==> config.mk <==
export PLATFORM = sky130hd
export DESIGN_NAME = length_framed_packet_parser_top
export DESIGN_NICKNAME = d
export VERILOG_FILES = /design/src/rtl/lfpp_pkg.sv /design/src/rtl/lfpp_front.sv /design/src/rtl/lfpp_queue.sv /design/src/rtl/lfpp_store.sv /design/src/rtl/lfpp_back.sv /design/src/rtl/length_framed_packet_parser_top.sv
export SDC_FILE = /design/constraint.sdc
export NUM_CORES = 1
export LEC_CHECK = 0
export BUFFER_PORTS_ARGS = -buffer_cell sky130_fd_sc_hd__buf_2
export CAP_MARGIN = 20
export CORE_AREA = 3 3 241 243
export DETAILED_ROUTE_END_ITERATION = 8
export DIE_AREA = 0 0 244 246
export PLACE_DENSITY_LB_ADDON = 0.25
export SYNTH_ARGS = -nofsm -noshare
export SYNTH_HDL_FRONTEND = slang
export SYNTH_HIERARCHICAL = 1
export SYNTH_SLANG_ARGS = --single-unit
==> constraint.sdc <==
create_clock -name clk -period 12.8 [get_ports clk]
set_input_delay 0.64 -clock clk [delete_from_list [all_inputs] [get_ports clk]]
set_output_delay 0.64 -clock clk [all_outputs]
set_load 0.02 [all_outputs]
==> src/rtl/lfpp_pkg.sv <==
// Shared types, constants and register codes of the length-framed packet parser.
package lfpp_pkg;

  localparam int PAYLOAD_MAX_DEF = 32;
  // Avail count reaches the largest supported store depth (64).
  localparam int AVAIL_W         = 7;
  localparam int CFG_IDX_W       = 2;

  localparam logic [7:0] HEADER_FIRST_RST    = 8'hca;
  localparam logic [7:0] HEADER_SECOND_RST   = 8'hac;
  localparam logic [7:0] WANTED_SUB_FLAG_RST = 8'h01;
  localparam logic [7:0] LEN_OVERHEAD        = 8'd6;

  localparam logic [CFG_IDX_W-1:0] REG_HEADER_FIRST    = 2'd0;
  localparam logic [CFG_IDX_W-1:0] REG_HEADER_SECOND   = 2'd1;
  localparam logic [CFG_IDX_W-1:0] REG_WANTED_SUB_FLAG = 2'd2;

  typedef enum logic [3:0] {
    PH_HDR1 = 4'd0,
    PH_HDR2 = 4'd1,
    PH_FIDH = 4'd2,
    PH_FIDL = 4'd3,
    PH_LEN  = 4'd4,
    PH_SUB  = 4'd5,
    PH_PAY  = 4'd6,
    PH_CHK  = 4'd7,
    PH_FTR  = 4'd8
  } phase_t;

  typedef enum logic [1:0] {
    BK_IDLE = 2'd0,
    BK_READ = 2'd1,
    BK_LOAD = 2'd2
  } back_state_t;

  // One completed frame waiting to be drained.
  typedef struct packed {
    logic               bank;
    logic [15:0]        func_id;
    logic [7:0]         sub_flag;
    logic [7:0]         check;
    logic [7:0]         footer;
    logic               len_err;
    logic               ovf;
    logic [AVAIL_W-1:0] avail;
  } frame_desc_t;

endpackage

==> src/rtl/lfpp_front.sv <==
// Front end: configuration registers, byte-level frame parser and payload writes.
module lfpp_front import lfpp_pkg::*; #(
  parameter  int PAYLOAD_MAX = PAYLOAD_MAX_DEF,
  localparam int IDX_W       = (PAYLOAD_MAX > 1) ? $clog2(PAYLOAD_MAX) : 1
) (
  input  logic                 clk,
  input  logic                 rst_n,
  input  logic                 cfg_we,
  input  logic [CFG_IDX_W-1:0] cfg_index,
  input  logic [7:0]           cfg_wdata,
  input  logic                 in_valid,
  input  logic [7:0]           in_rx_byte,
  input  logic                 queue_full,
  output logic                 push,
  output frame_desc_t          push_desc,
  output logic                 wr_en,
  output logic [IDX_W:0]       wr_addr,
  output logic [7:0]           wr_data
);

  phase_t       phase_r, phase_nxt;
  logic [7:0]   count_r, count_nxt;
  logic         ovf_r, ovf_nxt;
  logic         bank_r, bank_nxt;
  logic [15:0]  func_id_r, func_id_nxt;
  logic [7:0]   length_r, length_nxt;
  logic [7:0]   sub_r, sub_nxt;
  logic [7:0]   check_r, check_nxt;
  logic [7:0]   hdr1_r, hdr2_r, want_r;

  logic               accept;
  logic               len_err;
  logic [7:0]         need;
  logic [7:0]         count_inc;
  logic [7:0]         avail_raw;
  logic [AVAIL_W-1:0] avail;

  always_ff @(posedge clk) begin
    if (!rst_n) begin
      hdr1_r <= HEADER_FIRST_RST;
      hdr2_r <= HEADER_SECOND_RST;
      want_r <= WANTED_SUB_FLAG_RST;
    end else if (cfg_we) begin
      case (cfg_index)
        REG_HEADER_FIRST:    hdr1_r <= cfg_wdata;
        REG_HEADER_SECOND:   hdr2_r <= cfg_wdata;
        REG_WANTED_SUB_FLAG: want_r <= cfg_wdata;
        default: ;
      endcase
    end
  end

  assign accept    = in_valid && !queue_full;
  assign len_err   = length_r < LEN_OVERHEAD;
  assign avail_raw = length_r - LEN_OVERHEAD;
  // Short frames still take one byte as a payload slot.
  assign need      = len_err ? 8'd1 : avail_raw;
  assign count_inc = count_r + 8'd1;

  always_comb begin
    if (len_err) begin
      avail = '0;
    end else if (avail_raw > 8'(PAYLOAD_MAX)) begin
      avail = AVAIL_W'(PAYLOAD_MAX);
    end else begin
      avail = AVAIL_W'(avail_raw);
    end
  end

  always_ff @(posedge clk) begin
    if (!rst_n) begin
      phase_r <= PH_HDR1;
      count_r <= '0;
      ovf_r   <= 1'b0;
      bank_r  <= 1'b0;
    end else begin
      phase_r <= phase_nxt;
      count_r <= count_nxt;
      ovf_r   <= ovf_nxt;
      bank_r  <= bank_nxt;
    end
  end

  always_ff @(posedge clk) begin
    func_id_r <= func_id_nxt;
    length_r  <= length_nxt;
    sub_r     <= sub_nxt;
    check_r   <= check_nxt;
  end

  always_comb begin
    phase_nxt   = phase_r;
    count_nxt   = count_r;
    ovf_nxt     = ovf_r;
    bank_nxt    = bank_r;
    func_id_nxt = func_id_r;
    length_nxt  = length_r;
    sub_nxt     = sub_r;
    check_nxt   = check_r;
    push        = 1'b0;
    wr_en       = 1'b0;
    if (accept) begin
      unique case (phase_r)
        PH_HDR1: phase_nxt = (in_rx_byte == hdr1_r) ? PH_HDR2 : PH_HDR1;
        PH_HDR2: phase_nxt = (in_rx_byte == hdr2_r) ? PH_FIDH : PH_HDR1;
        PH_FIDH: begin
          func_id_nxt = {in_rx_byte, 8'h00};
          phase_nxt   = PH_FIDL;
        end
        PH_FIDL: begin
          func_id_nxt = {func_id_r[15:8], in_rx_byte};
          phase_nxt   = PH_LEN;
        end
        PH_LEN: begin
          length_nxt = in_rx_byte;
          phase_nxt  = PH_SUB;
        end
        PH_SUB: begin
          sub_nxt   = in_rx_byte;
          count_nxt = '0;
          ovf_nxt   = 1'b0;
          phase_nxt = (length_r == LEN_OVERHEAD) ? PH_CHK : PH_PAY;
        end
        PH_PAY: begin
          // Drop bytes past the store, but keep counting to the full length.
          if (count_r < 8'(PAYLOAD_MAX)) begin
            wr_en = 1'b1;
          end else begin
            ovf_nxt = 1'b1;
          end
          count_nxt = count_inc;
          if (count_inc >= need) begin
            phase_nxt = PH_CHK;
          end
        end
        PH_CHK: begin
          check_nxt = in_rx_byte;
          phase_nxt = PH_FTR;
        end
        PH_FTR: begin
          // If the sub flag matches, hand the bank over to the back end and switch to the other one.
          if (sub_r == want_r) begin
            push     = 1'b1;
            bank_nxt = ~bank_r;
          end
          count_nxt = '0;
          ovf_nxt   = 1'b0;
          phase_nxt = PH_HDR1;
        end
        default: phase_nxt = PH_HDR1;
      endcase
    end
  end

  assign wr_addr = {bank_r, count_r[IDX_W-1:0]};
  assign wr_data = in_rx_byte;

  assign push_desc.bank     = bank_r;
  assign push_desc.func_id  = func_id_r;
  assign push_desc.sub_flag = sub_r;
  assign push_desc.check    = check_r;
  assign push_desc.footer   = in_rx_byte;
  assign push_desc.len_err  = len_err;
  assign push_desc.ovf      = ovf_r;
  assign push_desc.avail    = avail;

endmodule

==> src/rtl/lfpp_queue.sv <==
// Two-entry queue of completed frame descriptors, one per payload bank.
module lfpp_queue import lfpp_pkg::*; (
  input  logic        clk,
  input  logic        rst_n,
  input  logic        push,
  input  frame_desc_t push_desc,
  input  logic        pop,
  output frame_desc_t head,
  output logic        full,
  output logic        empty
);

  // Depth matches the two payload banks, so one-bit pointers suffice.
  frame_desc_t ent_r [2];
  logic        wr_ptr_r;
  logic        rd_ptr_r;
  logic [1:0]  cnt_r;

  assign full  = cnt_r == 2'd2;
  assign empty = cnt_r == 2'd0;
  assign head  = ent_r[rd_ptr_r];

  always_ff @(posedge clk) begin
    if (push) begin
      ent_r[wr_ptr_r] <= push_desc;
    end
  end

  always_ff @(posedge clk) begin
    if (!rst_n) begin
      wr_ptr_r <= 1'b0;
      rd_ptr_r <= 1'b0;
      cnt_r    <= '0;
    end else begin
      if (push) begin
        wr_ptr_r <= ~wr_ptr_r;
      end
      if (pop) begin
        rd_ptr_r <= ~rd_ptr_r;
      end
      if (push && !pop) begin
        cnt_r <= cnt_r + 2'd1;
      end else if (pop && !push) begin
        cnt_r <= cnt_r - 2'd1;
      end
    end
  end

endmodule

==> src/rtl/lfpp_store.sv <==
// Double-banked payload memory: one write port, one registered read port.
module lfpp_store import lfpp_pkg::*; #(
  parameter  int PAYLOAD_MAX = PAYLOAD_MAX_DEF,
  localparam int IDX_W       = (PAYLOAD_MAX > 1) ? $clog2(PAYLOAD_MAX) : 1
) (
  input  logic           clk,
  input  logic           wr_en,
  input  logic [IDX_W:0] wr_addr,
  input  logic [7:0]     wr_data,
  input  logic           rd_en,
  input  logic [IDX_W:0] rd_addr,
  output logic [7:0]     rd_data
);

  logic [7:0] mem [2**(IDX_W+1)];
  logic [7:0] rd_data_r;

  always_ff @(posedge clk) begin
    if (wr_en) begin
      mem[wr_addr] <= wr_data;
    end
  end

  always_ff @(posedge clk) begin
    if (rd_en) begin
      rd_data_r <= mem[rd_addr];
    end
  end

  assign rd_data = rd_data_r;

endmodule

==> src/rtl/lfpp_back.sv <==
// Back end: drains one queued frame from the store into the result register.
module lfpp_back import lfpp_pkg::*; #(
  parameter  int PAYLOAD_MAX = PAYLOAD_MAX_DEF,
  localparam int IDX_W       = (PAYLOAD_MAX > 1) ? $clog2(PAYLOAD_MAX) : 1
) (
  input  logic           clk,
  input  logic           rst_n,
  input  frame_desc_t    head,
  input  logic           empty,
  output logic           pop,
  output logic           rd_en,
  output logic [IDX_W:0] rd_addr,
  input  logic [7:0]     rd_data,
  output logic           out_valid,
  input  logic           out_stall,
  output logic [7:0]     out_payload_byte,
  output logic [5:0]     out_payload_index,
  output logic           out_payload_valid,
  output logic [15:0]    out_function_id,
  output logic [7:0]     out_sub_flag_seen,
  output logic [7:0]     out_check_value,
  output logic [7:0]     out_footer_value,
  output logic           out_length_error,
  output logic           out_overflowed,
  output logic           out_last
);

  back_state_t        state_r, state_nxt;
  logic [AVAIL_W-1:0] k_r, k_nxt;

  logic               has;
  logic [AVAIL_W-1:0] total;
  logic               is_last;
  logic               out_free;
  logic               load;

  logic               out_valid_r;
  logic [7:0]         byte_r;
  logic [5:0]         index_r;
  logic               pvalid_r;
  logic               last_r;
  frame_desc_t        desc_r;

  assign has      = head.avail != '0;
  assign total    = has ? head.avail : AVAIL_W'(1);
  assign is_last  = (k_r + AVAIL_W'(1)) == total;
  assign out_free = !out_valid_r || !out_stall;
  assign rd_addr  = {head.bank, k_r[IDX_W-1:0]};

  always_ff @(posedge clk) begin
    if (!rst_n) begin
      state_r <= BK_IDLE;
      k_r     <= '0;
    end else begin
      state_r <= state_nxt;
      k_r     <= k_nxt;
    end
  end

  always_comb begin
    state_nxt = state_r;
    k_nxt     = k_r;
    rd_en     = 1'b0;
    load      = 1'b0;
    pop       = 1'b0;
    unique case (state_r)
      BK_IDLE: begin
        if (!empty) begin
          k_nxt     = '0;
          state_nxt = BK_READ;
        end
      end
      BK_READ: begin
        rd_en     = 1'b1;
        state_nxt = BK_LOAD;
      end
      BK_LOAD: begin
        // Hold the read data until the result register frees up.
        if (out_free) begin
          load = 1'b1;
          if (is_last) begin
            pop       = 1'b1;
            state_nxt = BK_IDLE;
          end else begin
            k_nxt     = k_r + AVAIL_W'(1);
            state_nxt = BK_READ;
          end
        end
      end
      default: state_nxt = BK_IDLE;
    endcase
  end

  always_ff @(posedge clk) begin
    if (!rst_n) begin
      out_valid_r <= 1'b0;
    end else if (load) begin
      out_valid_r <= 1'b1;
    end else if (!out_stall) begin
      out_valid_r <= 1'b0;
    end
  end

  always_ff @(posedge clk) begin
    if (load) begin
      byte_r   <= has ? rd_data : 8'h00;
      index_r  <= has ? 6'(k_r) : 6'd0;
      pvalid_r <= has;
      last_r   <= is_last;
      desc_r   <= head;
    end
  end

  assign out_valid         = out_valid_r;
  assign out_payload_byte  = byte_r;
  assign out_payload_index = index_r;
  assign out_payload_valid = pvalid_r;
  assign out_function_id   = desc_r.func_id;
  assign out_sub_flag_seen = desc_r.sub_flag;
  assign out_check_value   = desc_r.check;
  assign out_footer_value  = desc_r.footer;
  assign out_length_error  = desc_r.len_err;
  assign out_overflowed    = desc_r.ovf;
  assign out_last          = last_r;

endmodule

==> src/rtl/length_framed_packet_parser_top.sv <==
// Top level of the length-framed packet parser: front parser, queue, store, back end.
// A byte is taken when in_valid is high and in_stall is low; in_stall rises only while
// two released frames wait to be drained, as each holds one of the two store banks.
// The back end drains a released frame through its idle, read and load states: each payload
// byte is read from the registered store port, then loaded once the result register is free.
// Reset is synchronous, active low: parser, queue and result valid clear, registers return
// to their defaults; the payload store is not cleared and only written entries are read.
module length_framed_packet_parser_top import lfpp_pkg::*; #(
  parameter int PAYLOAD_MAX = PAYLOAD_MAX_DEF
) (
  input  logic                 clk,
  input  logic                 rst_n,
  input  logic                 cfg_we,
  input  logic [CFG_IDX_W-1:0] cfg_index,
  input  logic [7:0]           cfg_wdata,
  input  logic                 in_valid,
  output logic                 in_stall,
  input  logic [7:0]           in_rx_byte,
  output logic                 out_valid,
  input  logic                 out_stall,
  output logic [7:0]           out_payload_byte,
  output logic [5:0]           out_payload_index,
  output logic                 out_payload_valid,
  output logic [15:0]          out_function_id,
  output logic [7:0]           out_sub_flag_seen,
  output logic [7:0]           out_check_value,
  output logic [7:0]           out_footer_value,
  output logic                 out_length_error,
  output logic                 out_overflowed,
  output logic                 out_last
);

  localparam int IDX_W = (PAYLOAD_MAX > 1) ? $clog2(PAYLOAD_MAX) : 1;

  logic           queue_full;
  logic           queue_empty;
  logic           push;
  logic           pop;
  frame_desc_t    push_desc;
  frame_desc_t    head;
  logic           wr_en;
  logic [IDX_W:0] wr_addr;
  logic [7:0]     wr_data;
  logic           rd_en;
  logic [IDX_W:0] rd_addr;
  logic [7:0]     rd_data;

  assign in_stall = queue_full;

  lfpp_front #(.PAYLOAD_MAX(PAYLOAD_MAX)) u_front (
    .clk        (clk),
    .rst_n      (rst_n),
    .cfg_we     (cfg_we),
    .cfg_index  (cfg_index),
    .cfg_wdata  (cfg_wdata),
    .in_valid   (in_valid),
    .in_rx_byte (in_rx_byte),
    .queue_full (queue_full),
    .push       (push),
    .push_desc  (push_desc),
    .wr_en      (wr_en),
    .wr_addr    (wr_addr),
    .wr_data    (wr_data)
  );

  lfpp_queue u_queue (
    .clk       (clk),
    .rst_n     (rst_n),
    .push      (push),
    .push_desc (push_desc),
    .pop       (pop),
    .head      (head),
    .full      (queue_full),
    .empty     (queue_empty)
  );

  lfpp_store #(.PAYLOAD_MAX(PAYLOAD_MAX)) u_store (
    .clk     (clk),
    .wr_en   (wr_en),
    .wr_addr (wr_addr),
    .wr_data (wr_data),
    .rd_en   (rd_en),
    .rd_addr (rd_addr),
    .rd_data (rd_data)
  );

  lfpp_back #(.PAYLOAD_MAX(PAYLOAD_MAX)) u_back (
    .clk               (clk),
    .rst_n             (rst_n),
    .head              (head),
    .empty             (queue_empty),
    .pop               (pop),
    .rd_en             (rd_en),
    .rd_addr           (rd_addr),
    .rd_data           (rd_data),
    .out_valid         (out_valid),
    .out_stall         (out_stall),
    .out_payload_byte  (out_payload_byte),
    .out_payload_index (out_payload_index),
    .out_payload_valid (out_payload_valid),
    .out_function_id   (out_function_id),
    .out_sub_flag_seen (out_sub_flag_seen),
    .out_check_value   (out_check_value),
    .out_footer_value  (out_footer_value),
    .out_length_error  (out_length_error),
    .out_overflowed    (out_overflowed),
    .out_last          (out_last)
  );

endmodule

Yosys cells after proc, flatten, opt, wreduce, memory -nomap -nowiden. Memory sizes are Yosys's and may differ from the RTL's. A register that Yosys moved wholly into a read port is not among the register bits. Cells that the tools add are included.

$add $sub $neg: 5. Order comparisons: 4. Eq/ne operators: 24. Multiplexer cells: 43. Bitwise operators: 4. Reduce and logical (&&, ||, !) cells: 33.

Operator list (count): $mux 7 (6); $pmux 16 s2 (1); $pmux 4 s8 (1); $eq 8x8->1 (3); $mux 1 (24); $reduce_and 2->1 (10); $eq 4x3->1 const B (4); $pmux 8 s2 (1); $pmux 7 s2 (1); $mux 2 (5); $reduce_and 3->1 (3); $add 8x1->8 const B (1); $eq 4x2->1 const B (2); $eq 8x3->1 const B (1); $ge 8x8->1 (1); $gt 8x6->1 const B (1); $lt 8x3->1 const B (1); $lt 8x6->1 const B (1); $mux 8 (1); $reduce_bool 2->1 (4); $sub 8x3->8 const B (1); $add 7x1->7 const B (1); $eq 7x7->1 (1); $reduce_bool 7->1 (1); 19 further kinds (37).

Flip-flop bits (word level): 150. Bits in writable memories: 612. Bits of input ports: 23. Output and inout bits: 60. Word-level logic and storage cells: 143. Memories: 2.

Memory list: u_store.mem (words 64, bits a word 8, rd ports 1, clocked after Yosys merged registers in 1, wr ports 1, RTL line lfpp_store.sv:15) `logic [7:0] mem [2**(IDX_W+1)];`; u_queue.ent_r (words 2, bits a word 50, rd ports 1, clocked after Yosys merged registers in 1, wr ports 1, RTL line lfpp_queue.sv:14) `frame_desc_t ent_r [2];`.

Depth between registers and ports, before layout.
Depth in word-level cells: 9. Mapped depth: 14. Depth with buffers taken out: 11.

By module. The synthesis kept the hierarchy.

By module, submodules not included: lfpp_store (times used 1, cells an instance 940, area an instance 20246.9 um^2, seq. area each 15615.0 um^2); lfpp_front (times used 1, cells an instance 381, area an instance 3986.3 um^2, seq. area each 1961.9 um^2); lfpp_queue (times used 1, cells an instance 178, area an instance 3814.9 um^2, seq. area each 3103.0 um^2); lfpp_back (times used 1, cells an instance 175, area an instance 2668.8 um^2, seq. area each 1941.9 um^2).

Worst setup path before layout. Ideal clock, no wire load.

Kind: input-to-reg. Start: input out_stall. End: register u_queue.cnt_r[1]. Library setup time: 0.070 ns. Data arrival time: 4.851 ns. Required time: 12.730 ns. Path slack: 7.879 ns. Stages on the path: 6. Path buffers: 0. Cells stage by stage: a21oi_1 and2_1 inv_1 ha_1 or3_1 a21boi_1.

Word-level cells in the longest chain between the ends: 7. Elaborated cells on any way between the ends: 9. Those cells by class: 3 x mux; 6 x reduce/logical.

RTL lines: start, declared (RTL line length_framed_packet_parser_top.sv:20) `input logic out_stall,`; $logic_not 1->1 * (RTL line lfpp_back.sv:47) `assign out_free = !out_valid_r || !out_stall;`; $logic_or 1x1->1 * (RTL line lfpp_back.sv:47); $mux 1 * (RTL line lfpp_back.sv:79) `if (out_free) begin`; $mux 1 * (RTL line lfpp_back.sv:66) `unique case (state_r)`; net pop (RTL line length_framed_packet_parser_top.sv:38) `logic pop;`; $logic_not 1->1 (RTL line lfpp_queue.sv:41) `if (push && !pop) begin`; $logic_and 1x1->1 (RTL line lfpp_queue.sv:41); $mux 2 or $reduce_bool 2->1 (tied branches); end signal, assigned (RTL line lfpp_queue.sv:42) `cnt_r <= cnt_r + 2'd1;`; end signal, assigned (RTL line lfpp_queue.sv:44) `cnt_r <= cnt_r - 2'd1;`; end, declared (RTL line lfpp_queue.sv:17) `logic [1:0] cnt_r;`.

Mark *: on every way through the listed nets, which the timed path passes. The rest lies on a longest branch. A chain may end at the register's enable or synchronous reset.

==> reports/results.ini <==
[status]
outcome=finished clean

[logic_synthesis]
syn_area_mm2=0.0307
ys_ff_latch=771
synth_edf_count=718
syn_nets=1709
synth_top_flop_cell=edfxtp_1
synth_area_per_cell_um2=18.3
synth_cell_types=77
ys_warn_count=6
synth-seq-area-share_pct=73.6
async_reset_ff_share_pct=0
synth_cells=1674

[timing]
rsz0062_at_grt=false
setup-tns-final_ns=0
worst_slack_ns=9.06
skew_ns=0.0183
hold_viol_final=0
fmaxAchievable_ghz=0.267
setup_viol=0
tightest_slew_ns=1.04
finalMaxSlewViolations=0
relSlewSlack_pct=30.3
period_needed_ns=3.74
fin_crit_sh_pct=29.2

[clock_network]
ctsHoldBuffers=0
cts_tree=yes
cts-root-buf=clkbuf_16
clk-insertion-delay-late_ns=0.61
path_clk_slew_ns=0.06
cts.sinks=771
cts_resized=0
clockBufferDepth=3
cts_made_buffers=75
post-cts-setup-buffer-count=0
cts.htree.levels=3

[floorplanning]
num_rows=87
die_w_um=244
core_area_mm2=0.0562
initial_core_util_pct=54.7
die_area_mm2=0.0600
die_y_um=246
pin_count=83

[route]
vias=15700
first_iter_violations=1597
viasPerCell=6.12
wl_per_cell_um=25.7
wl_um=65800
drtPass1Iterations=5
drc=0
ant_nets=0

[worst_hold_path]
min_path_cells=3
hold_path.class=input pin to flip-flop

[grt]
grt.total_usage_pct=22.2
overflow=0
first_global_vias=15500
antenna_found_initial=2
grt_first_pass_wirelength_um=99500
grt_start_max_net_pins=108

[worst_setup_path]
critical_path_buf_inv_count=2
cp.arrival_ns=4.27
worstPathCellList=buf_4, mux2_2, a22oi_1, nand3_1, nor4_4, and2_1, inv_1, ha_1, or3_1, a21boi_1
slowest_delay_ns=0.70
path_class=flip-flop to flip-flop
slowest_stage=nor4_4
critPathCaptureType=flip-flop
worstPathRequired_ns=13.33
cp_max_fo=40
path_depth=10
path_delay_family=simple AND/OR/NAND/NOR gates
r2r_cells=10
startpoint_type=flip-flop

[place]
hpwl_um=39300
portBuffers=82
place_congestion=0.820
place_ws_ns=9.05

[cells_and_area]
areaGrowthSynthToFinish_pct=11.5
fill_cells=3973
multi_input_area_mm2=0.00737
regArea_mm2=0.0226
layout_commonest_cell=edfxtp_1
drive_above_1_share_pct=24.3
antenna_cells=0
final_cell_mix=718 x edfxtp_1, 126 x mux4_2, 124 x nor2_1
finalNetCount=1779

[pwr]
power_per_cell_area_mw_per_mm2=150
irDropWorstVdd_v=0.0000923
cellLeakagePower_uw=0.0108

[flow_run]
drv_cap=0

final timing paths:
kind	from	end	slack [ns]
worst min register to register	u_front/func_id_r[8]	u_queue/ent_r[0][41]	0.45
worst min-delay path	cfg_wdata[3]	u_front/hdr2_r[3]	0.30
worst max-delay path	flip-flop	u_queue/cnt_r[1]	9.06
worst max register to register	flip-flop	u_queue/cnt_r[1]	9.06
cell usage after synthesis (all sizes together), types with 4 or more instances:
cell / count / area, µm²
ha: 12 / 150
mux2: 63 / 709
nand2: 53 / 199
clkbuf: 29 / 109
mux4: 126 / 2840
and2: 21 / 131
o21ai: 22 / 114
nand4b: 4 / 35.0
a21oi: 23 / 115
nor4: 10 / 98.8
o41ai: 5 / 58.8
or3: 5 / 36.3
nor2b: 45 / 282
a22oi: 8 / 60.1
buf: 84 / 602
a31oi: 4 / 25.0
nand3: 24 / 125
o21a: 8 / 60.1
dfxtp: 53 / 1060
and3: 7 / 45.1
a221oi: 6 / 52.6
o22ai: 10 / 62.6
nor3: 17 / 85.1
xnor2: 22 / 193
nand4: 10 / 62.6
inv: 9 / 33.8
mux2i: 48 / 480
edfxtp: 718 / 21600
nor2: 124 / 465
xor2: 19 / 166
o32ai: 4 / 35.0
nand2b: 16 / 115
nand3b: 6 / 45.0
o221ai: 8 / 70.1
a211oi: 8 / 65.1
report_power, final:
| part | switching (µW) | internal (µW) |
|---|---|---|
| Combinational | 51.8 | 13.0 |
| Clock | 922 | 1410 |
| Sequential | 3.33 | 2750 |
worst register-to-register path: stages (launching register included):
cell,delay [ns]
dfxtp_2,0.48
buf_4,0.53
mux2_2,0.44
a22oi_1,0.21
nand3_1,0.15
nor4_4,0.70
and2_1,0.26
inv_1,0.05
ha_1,0.31
or3_1,0.37
a21boi_1,0.17
sequential cells by signal, summed over array words and instances, names as in the netlist, 2 cells and up, named ones only:
signal                    count
u_front/hdr2_r                8
u_front/count_r               8
u_store/rd_data               8
u_store/mem                 512
u_front/check_r               8
u_back/out_payload_byte       8
u_queue/ent_r               100
u_back/out_footer_value       8
u_front/length_r              8
u_back/out_function_id       16
u_back/out_payload_index      6
u_queue/cnt_r                 2
u_back/state_r                2
u_front/sub_r                 8
u_front/hdr1_r                8
u_front/phase_r               4
u_back/out_check_value        8
u_back/out_sub_flag_seen      8
u_front/want_r                8
u_back/k_r                    7
u_front/func_id_r            16
per-layer routing:
metal | track usage [%] | vias to the layer above | part of all wire, %
li1 | - | 6757 | -
met1 | 32.2 | 8158 | 42
met2 | 35.1 | 677 | 48
met3 | 3.98 | 76 | 7.5
met4 | 6.31 | 0 | 1.9
met5 | 0 | - | 0
layout make-up:
cell class | instances | share of cell area [%]
inverter | 10 | 0.110
clock buffer | 93 | 6.01
clock inverter | 46 | 1.75
tap | 756 | 2.76
sequential | 771 | 66.1
timing repair buffer | 106 | 1.81
multi-input combinational | 780 | 21.5
stage by stage:
stage	hold WS (ns)	util, %	power, µW	instance area, µm²	cells
final	0.297	61.0	5150	34300	2562
after CTS	0.253	61.0	5200	34300	2560
after global placement	0.423	56.2	2870	31600	2419
after global routing	0.287	61.0	5300	34300	2562
after detailed placement	0.431	56.2	2870	31600	2421
after floorplan	0.421	-	2840	30700	1674
logic make-up (layout without fill, tap and decap cells):
kind of cell	after synthesis	count (layout)	synth area share, %
flip-flops	771	771	73.6
multiplexers	237	237	13.1
other	1	1	0.0122
XOR/XNOR	41	41	1.17
AND/OR/NAND/NOR	355	355	5.98
AO/OA/AOI/OAI	134	134	3.16
buffers and inverters	123	255	2.44
adder cells (fa/ha/maj)	12	12	0.489
No activity file was read; power rests on OpenSTA's default activity.
